## src/hw/rtl/lbr_pkg.sv

```systemverilog
// Shared constants, payload types and controller/datapath interface types.
package lbr_pkg;

    localparam int MAX_BLOCK_DEGREE = 3;
    localparam int MAX_CHANNELS     = 4;
    localparam int MAX_BLOCK_COLS   = 64;
    localparam int MAX_BLOCK_ROWS   = 64;

    localparam int EDGE_MAX    = 1 << MAX_BLOCK_DEGREE;
    localparam int AREA_MAX    = EDGE_MAX * EDGE_MAX;
    localparam int SAMPLES_MAX = AREA_MAX * MAX_CHANNELS;
    localparam int STRIDE_MAX  = EDGE_MAX * MAX_CHANNELS;
    localparam int UP_DEPTH    = MAX_BLOCK_COLS * STRIDE_MAX;
    localparam int LEFT_DEPTH  = MAX_BLOCK_ROWS * STRIDE_MAX;
    localparam int CLR_DEPTH   = (UP_DEPTH > LEFT_DEPTH) ? UP_DEPTH : LEFT_DEPTH;

    localparam int SAW  = $clog2(SAMPLES_MAX);
    localparam int CAW  = $clog2(CLR_DEPTH);
    localparam int CNTW = $clog2(SAMPLES_MAX + 1);
    localparam int POSW = $clog2(AREA_MAX);
    localparam int OW   = $clog2(STRIDE_MAX);
    localparam int INW  = $clog2(EDGE_MAX);
    localparam int CW   = $clog2(MAX_CHANNELS);
    localparam int DEGW = 2;
    localparam int CHW  = 3;

    typedef enum logic [1:0] {
        CMD_LOAD  = 2'd0,
        CMD_READ  = 2'd1,
        CMD_CLEAR = 2'd2
    } t_cmd_code;

    localparam logic [1:0] CFG_DEGREE   = 2'd0;
    localparam logic [1:0] CFG_CHANNELS = 2'd1;

    typedef struct packed {
        logic [1:0] cmd;
        logic [7:0] sample;
        logic [7:0] code;
        logic [5:0] block_col;
        logic [5:0] block_row;
    } t_in_item;

    typedef struct packed {
        logic [7:0] pixel;
        logic       last;
        logic       not_ready;
    } t_out_item;

    typedef enum logic [4:0] {
        ST_IDLE,
        ST_CLEAR,
        ST_RO_RD,
        ST_RO_WR,
        ST_CA_RS,
        ST_CA_R0,
        ST_CA_W0,
        ST_CA_R1,
        ST_CA_W1,
        ST_H_CTX,
        ST_H_RD,
        ST_H_WR,
        ST_H_CWR,
        ST_V_CTX,
        ST_V_RD,
        ST_V_WR,
        ST_V_CWR
    } t_state;

    typedef struct packed {
        t_state          op;
        logic [CAW-1:0]  idx;
        logic [CW-1:0]   chan;
        logic [POSW-1:0] pos;
        logic [OW-1:0]   outer;
        logic [INW-1:0]  inner;
    } t_dp_cmd;

    typedef struct packed {
        logic [DEGW-1:0] deg;
        logic [CHW-1:0]  chans;
        logic [7:0]      code;
        logic [SAW-1:0]  total_m1;
        logic [POSW-1:0] area_m1;
        logic [OW-1:0]   stride_m1;
        logic            load_last;
    } t_dp_stat;

endpackage

```

## src/hw/rtl/lbr_ctrl.sv

```systemverilog
// Sequencer for clear pass and block rebuild: state machine and loop counters.
module lbr_ctrl import lbr_pkg::*; (
    input  logic       i_clk,
    input  logic       i_rst_n,
    input  logic       i_accept,
    input  logic [1:0] i_cmd,
    input  t_dp_stat   i_stat,
    output logic       o_busy,
    output t_dp_cmd    o_dp
);

    t_state          r_state, n_state;
    logic [CAW-1:0]  r_idx, n_idx;
    logic [CW-1:0]   r_chan, n_chan;
    logic [POSW-1:0] r_pos, n_pos;
    logic [OW-1:0]   r_outer, n_outer;
    logic [INW-1:0]  r_inner, n_inner;

    logic [INW-1:0]  edge_m1;
    logic [CW-1:0]   chan_m1;
    logic            colour_on;

    assign edge_m1   = INW'((5'd1 << i_stat.deg) - 5'd1);
    assign chan_m1   = CW'(i_stat.chans - 3'd1);
    assign colour_on = (i_stat.chans >= 3'd3) && (i_stat.code[3:2] != 2'd0)
                       && (i_stat.code[1:0] != 2'd0);

    always_ff @(posedge i_clk) begin
        if (!i_rst_n) begin
            r_state <= ST_CLEAR;
            r_idx   <= '0;
            r_chan  <= '0;
            r_pos   <= '0;
            r_outer <= '0;
            r_inner <= '0;
        end else begin
            r_state <= n_state;
            r_idx   <= n_idx;
            r_chan  <= n_chan;
            r_pos   <= n_pos;
            r_outer <= n_outer;
            r_inner <= n_inner;
        end
    end

    always_comb begin
        n_state = r_state;
        n_idx   = r_idx;
        n_chan  = r_chan;
        n_pos   = r_pos;
        n_outer = r_outer;
        n_inner = r_inner;
        case (r_state)
            ST_IDLE: begin
                if (i_accept) begin
                    if (i_cmd == CMD_CLEAR) begin
                        n_state = ST_CLEAR;
                        n_idx   = '0;
                    end else if (i_cmd == CMD_LOAD && i_stat.load_last) begin
                        n_state = ST_RO_RD;
                        n_idx   = '0;
                        n_chan  = '0;
                        n_pos   = '0;
                    end
                end
            end
            ST_CLEAR: begin
                if (r_idx == CAW'(CLR_DEPTH - 1)) begin
                    n_state = ST_IDLE;
                end else begin
                    n_idx = r_idx + 1'b1;
                end
            end
            ST_RO_RD: n_state = ST_RO_WR;
            ST_RO_WR: begin
                if (r_idx[SAW-1:0] == i_stat.total_m1) begin
                    n_outer = '0;
                    n_inner = '0;
                    n_idx   = '0;
                    if (i_stat.code == 8'd0) begin
                        n_state = ST_IDLE;
                    end else if (colour_on) begin
                        n_state = ST_CA_RS;
                    end else begin
                        n_state = ST_H_CTX;
                    end
                end else begin
                    n_state = ST_RO_RD;
                    n_idx   = r_idx + 1'b1;
                    if (i_stat.code[5]) begin
                        if (r_chan == chan_m1) begin
                            n_chan = '0;
                            n_pos  = r_pos + 1'b1;
                        end else begin
                            n_chan = r_chan + 1'b1;
                        end
                    end else begin
                        if (r_pos == i_stat.area_m1) begin
                            n_pos  = '0;
                            n_chan = r_chan + 1'b1;
                        end else begin
                            n_pos = r_pos + 1'b1;
                        end
                    end
                end
            end
            ST_CA_RS: n_state = ST_CA_R0;
            ST_CA_R0: n_state = ST_CA_W0;
            ST_CA_W0: n_state = ST_CA_R1;
            ST_CA_R1: n_state = ST_CA_W1;
            ST_CA_W1: begin
                if (r_idx[POSW-1:0] == i_stat.area_m1) begin
                    n_state = ST_H_CTX;
                    n_outer = '0;
                    n_inner = '0;
                end else begin
                    n_state = ST_CA_RS;
                    n_idx   = r_idx + 1'b1;
                end
            end
            ST_H_CTX: n_state = ST_H_RD;
            ST_H_RD:  n_state = ST_H_WR;
            ST_H_WR: begin
                if (r_inner == edge_m1) begin
                    n_state = ST_H_CWR;
                end else begin
                    n_state = ST_H_RD;
                    n_inner = r_inner + 1'b1;
                end
            end
            ST_H_CWR: begin
                n_inner = '0;
                if (r_outer == i_stat.stride_m1) begin
                    n_state = ST_V_CTX;
                    n_outer = '0;
                end else begin
                    n_state = ST_H_CTX;
                    n_outer = r_outer + 1'b1;
                end
            end
            ST_V_CTX: n_state = ST_V_RD;
            ST_V_RD:  n_state = ST_V_WR;
            ST_V_WR: begin
                if (r_inner == edge_m1) begin
                    n_state = ST_V_CWR;
                end else begin
                    n_state = ST_V_RD;
                    n_inner = r_inner + 1'b1;
                end
            end
            ST_V_CWR: begin
                n_inner = '0;
                if (r_outer == i_stat.stride_m1) begin
                    n_state = ST_IDLE;
                end else begin
                    n_state = ST_V_CTX;
                    n_outer = r_outer + 1'b1;
                end
            end
            default: n_state = ST_IDLE;
        endcase
    end

    assign o_busy     = (r_state != ST_IDLE);
    assign o_dp.op    = r_state;
    assign o_dp.idx   = r_idx;
    assign o_dp.chan  = r_chan;
    assign o_dp.pos   = r_pos;
    assign o_dp.outer = r_outer;
    assign o_dp.inner = r_inner;

endmodule

```

## config.mk

```make
export PLATFORM = sky130hd
export DESIGN_NAME = lbr_ctrl
export DESIGN_NICKNAME = d
export VERILOG_FILES = /design/src/hw/rtl/lbr_pkg.sv /design/src/hw/rtl/lbr_ctrl.sv
export SDC_FILE = /design/constraint.sdc
export NUM_CORES = 1
export LEC_CHECK = 0
export BUFFER_PORTS_ARGS = -buffer_cell sky130_fd_sc_hd__buf_2
export CORE_MARGIN = 1.5
export CORE_UTILIZATION = 48
export DETAILED_ROUTE_END_ITERATION = 10
export GPL_TIMING_DRIVEN = 0
export HOLD_SLACK_MARGIN = 0.02
export PLACE_DENSITY = 0.76
export SYNTH_ARGS = -nofsm -noshare
export SYNTH_HDL_FRONTEND = slang
export SYNTH_SLANG_ARGS = --single-unit
```

## constraint.sdc

```tcl
create_clock -name i_clk -period 1.95 [get_ports i_clk]
set_input_delay 0.39 -clock i_clk [delete_from_list [all_inputs] [get_ports i_clk]]
set_output_delay 0.39 -clock i_clk [all_outputs]
set_load 0.1 [all_outputs]
```

==> key figures <==
Outcome
  – Outcome: finished, violations left
  – Violated checks: setup timing

Job
  – Maxcap violations: 0

Layout
  – Final Non-Filler Cells: 500
  – Area Growth Syn to Fin: 61.68%
  – # diodes: 0
  – Fin nets: 472
  – Layout cell share with drive strength beyond 1: 56.05%
  – Layout fillers: 302
  – Layout Utilization: 80.40%

Routing
  – Total Wirelength: 9.983 mm
  – Antenna-violating nets left: 0
  – Initial DRT Pass Iterations: 6
  – Total number of vias: 3,259
  – DR vias/cell: 6.518
  – Iteration-0 DRC Markers: 425
  – DR WL/cell: 19.97 um
  – DRC: 0

STA
  – Final min period: 2185 ps
  – Fin. Hold Viols: 0
  – Max Clock Freq: 457.7 MHz
  – Setup violators final: 21
  – Slew Viols, Final: 0
  – Slew @ Worst Pin: 560.0 ps
  – Slew headroom: 62.67%
  – Final Cycle Share: 112.0%
  – Total negative slack: -3221 ps
  – Final setup margin: -234.7 ps
  – Setup Skew: 4.630 ps
  – RSZ-0062 raised after global routing: true

Synthesis
  – Post-synthesis sequential area ratio: 25.38%
  – Yosys top cell area share: 25.38%
  – Synth warnings: 0
  – Area contributors post-synth: dfxtp_1 (25%), xor2_1 (6.2%), o31ai_1 (4.2%)
  – Synth cell types: 64
  – Synth async-reset ratio: 0%
  – Post-synth EDFFs: 0
  – Post-Syn Instances: 314
  – Syn nets: 357
  – Avg Cell Area, Syn: 8.037 um^2
  – Post-synth top cells: dfxtp_1 (32), xor2_1 (18), nor2_1 (17)
  – Mapped cell area: 2524 um^2
  – Cell accounting for the most synthesized area: dfxtp_1
  – Most frequent cell after synthesis: dfxtp_1
  – Ys flop type: dfxtp_1
  – #FFs+latches synth: 32

Setup path
  – WP data arrival: 2410 ps
  – Worst-path cell chain: or3_4, or4_4, buf_6, nor2_4, buf_6, a221oi_4, a21oi_2
  – Crit path kind: reg -> reg
  – Crit path max-delay cell type: or4_4
  – Critical path data required time: 2180 ps
  – Critical path startpoint category: register
  – Largest fanout on the critical path: 6
  – Slowest stage delay, CP: 550 ps
  – Critical Path End Type: register
  – Crit path top cell by count: buf_6

Power
  – Tot Pwr: 1.489 mW
  – Pwr Density: 365.0 nW/um^2
  – Internal power: 1.024 mW
  – Leak pwr: 1.561 nW
  – VDD IR max: 0.3391 mV
  – Logic pwr share: 20.6%
  – Sw Ratio: 31.22%
  – Flop pwr share: 44.0%
  – Clk pwr share: 35.3%
  – Net Sw Power: 465.0 uW

Floorplanning
  – Io pins: 71
  – Die ar.: 5702 um^2
  – Initial Util: 49.73%
  – Core area: 5075 um^2
  – Die height: 75.51 um
  – Die Wd: 75.51 um
  – Row cnt: 26

Clock tree
  – Max Buffers Root-to-Sink: 2
  – Register clock-pin slew on the reported worst setup and hold paths: 70 ps
  – CTS H-tree lvls: 2
  – CTS tree: yes
  – Sink Count: 32
  – Skew-Pair Late Insertion Delay: 300 ps
  – Cts bufs inserted: 5
  – Root buffer cell: clkbuf_8

Global routing
  – Vias in the first global route: 2,776
  – Total GRT Usage: 30.26%
  – Global route overflow: 0
  – Largest net degree at the start of global routing: 11
  – First-pass GRT wire length: 13.11 mm
  – Initial antenna violation count: 0

Placement
  – HPWL after DPL: 5.459 mm
  – GPL Wtd Cong: 0.9628
  – Placed Cells: 454
  – Dpl ws: -402.2 ps
  – I/O Buffers: 70

Worst hold path
  – HP Class: reg -> reg
[registers in the layout (all words and copies together), names as in the netlist]
name	cells
r_state	5
r_chan	2
r_idx	11
r_outer	5
r_inner	3
r_pos	6
[power groups by stage]
stage	Sequential [mW]	Clock (mW)	Combinational, mW
2_1_floorplan	0.706	0	0.100
3_3_place_gp	0.669	0	0.209
3_5_place_dp	0.669	0	0.214
4_1_cts	0.651	0.508	0.260
5_1_grt	0.656	0.551	0.322
6_report	0.656	0.526	0.307
[worst max-delay path, delay by kind of cell (launching register included)]
| family | cells | cell delay [ps] |
|---|---|---|
| AND/OR/NAND/NOR | 3 | 1190 |
| flip-flops | 1 | 370 |
| buffers and inverters | 2 | 330 |
| AO/OA/AOI/OAI | 2 | 230 |
[repair_timing]
action,in CTS,in global routing
endpoints found under the setup margin,30,31
gates cloned,2,1
setup buffers,26,14
gates resized for setup,42,61
hold buffers,0,0
pin swaps,16,35
[layout make-up]
| type | instances | area (um^2) | area share, % |
|---|---|---|---|
| Timing Repair Buffer | 113 | 773.2 | 18.95 |
| Tap cell | 70 | 87.58 | 2.147 |
| Buffer | 15 | 148.9 | 3.649 |
| Sequential cell | 32 | 718.2 | 17.60 |
| Multi-Input combinational cell | 252 | 2235 | 54.77 |
| Inverter | 10 | 37.54 | 0.9200 |
| Clock buffer | 8 | 80.08 | 1.963 |
[cell usage in the layout (no fill, tap or decap), types with 3 or more instances in the layout]
| cell | synthesis | routed |
|---|---|---|
| nor2_2 | 1 | 3 |
| clkbuf_2 | 0 | 3 |
| inv_1 | 10 | 10 |
| buf_4 | 1 | 31 |
| o21ai_1 | 0 | 4 |
| clkbuf_1 | 11 | 5 |
| dfxtp_4 | 0 | 15 |
| xor2_1 | 18 | 10 |
| nor2_1 | 17 | 14 |
| xor2_2 | 0 | 3 |
| o21ai_0 | 15 | 11 |
| nand2b_1 | 4 | 4 |
| ha_1 | 5 | 4 |
| buf_6 | 2 | 12 |
| xor2_4 | 0 | 5 |
| or3_1 | 8 | 7 |
| clkbuf_8 | 0 | 6 |
| or4_4 | 1 | 4 |
| a21oi_1 | 15 | 11 |
| o211ai_1 | 3 | 3 |
| buf_8 | 0 | 4 |
| or4_1 | 11 | 8 |
| xnor2_1 | 12 | 10 |
| nand2_1 | 15 | 15 |
| nor3_1 | 9 | 6 |
| nand4_1 | 6 | 6 |
| a21oi_2 | 10 | 13 |
| dfxtp_2 | 0 | 17 |
| nand3_1 | 13 | 13 |
| a31oi_1 | 5 | 5 |
| buf_12 | 0 | 4 |
| or2_2 | 5 | 4 |
| o31ai_1 | 14 | 10 |
| buf_2 | 6 | 69 |
[per-layer routing]
metal  vias up  GRT usage, %  wire length [um]
met1      1529         39.66              3975
met3        40         5.820               949
met5         -             0                 0
li1       1441             -                 -
met4         0         12.90               388
met2       249         48.64              4669
[final timing paths]
kind	start	end	slack, ps	cells past startpoint
max reg2reg	r_state[2]$_SDFFE_PN0P_	r_state[3]$_SDFFE_PN0P_	-230	7
max	r_state[2]$_SDFFE_PN0P_	r_state[3]$_SDFFE_PN0P_	-230	7
min reg2reg	r_idx[9]$_SDFFE_PN0P_	r_idx[9]$_SDFFE_PN0P_	490	2
min	r_idx[9]$_SDFFE_PN0P_	r_idx[9]$_SDFFE_PN0P_	490	2
[kinds of logic after synthesis]
| family | share of synthesized area (%) |
|---|---|
| compound gates | 28.81 |
| mux | 1.239 |
| buf+inv | 5.503 |
| fa+ha+maj | 2.479 |
| flops | 25.38 |
| simple gates | 26.18 |
| xor+xnor | 10.41 |
[per-stage QoR]
stage / instance area (um^2) / hold WS [ps]
final: 4080 / 485.2
after CTS: 3725 / 474.6
after floorplan: 2726 / 507.4
after global placement: 3164 / 471.9
after detailed placement: 3164 / 475.2
after global routing: 4080 / 492.5
Power figures use the tool's default switching activity.
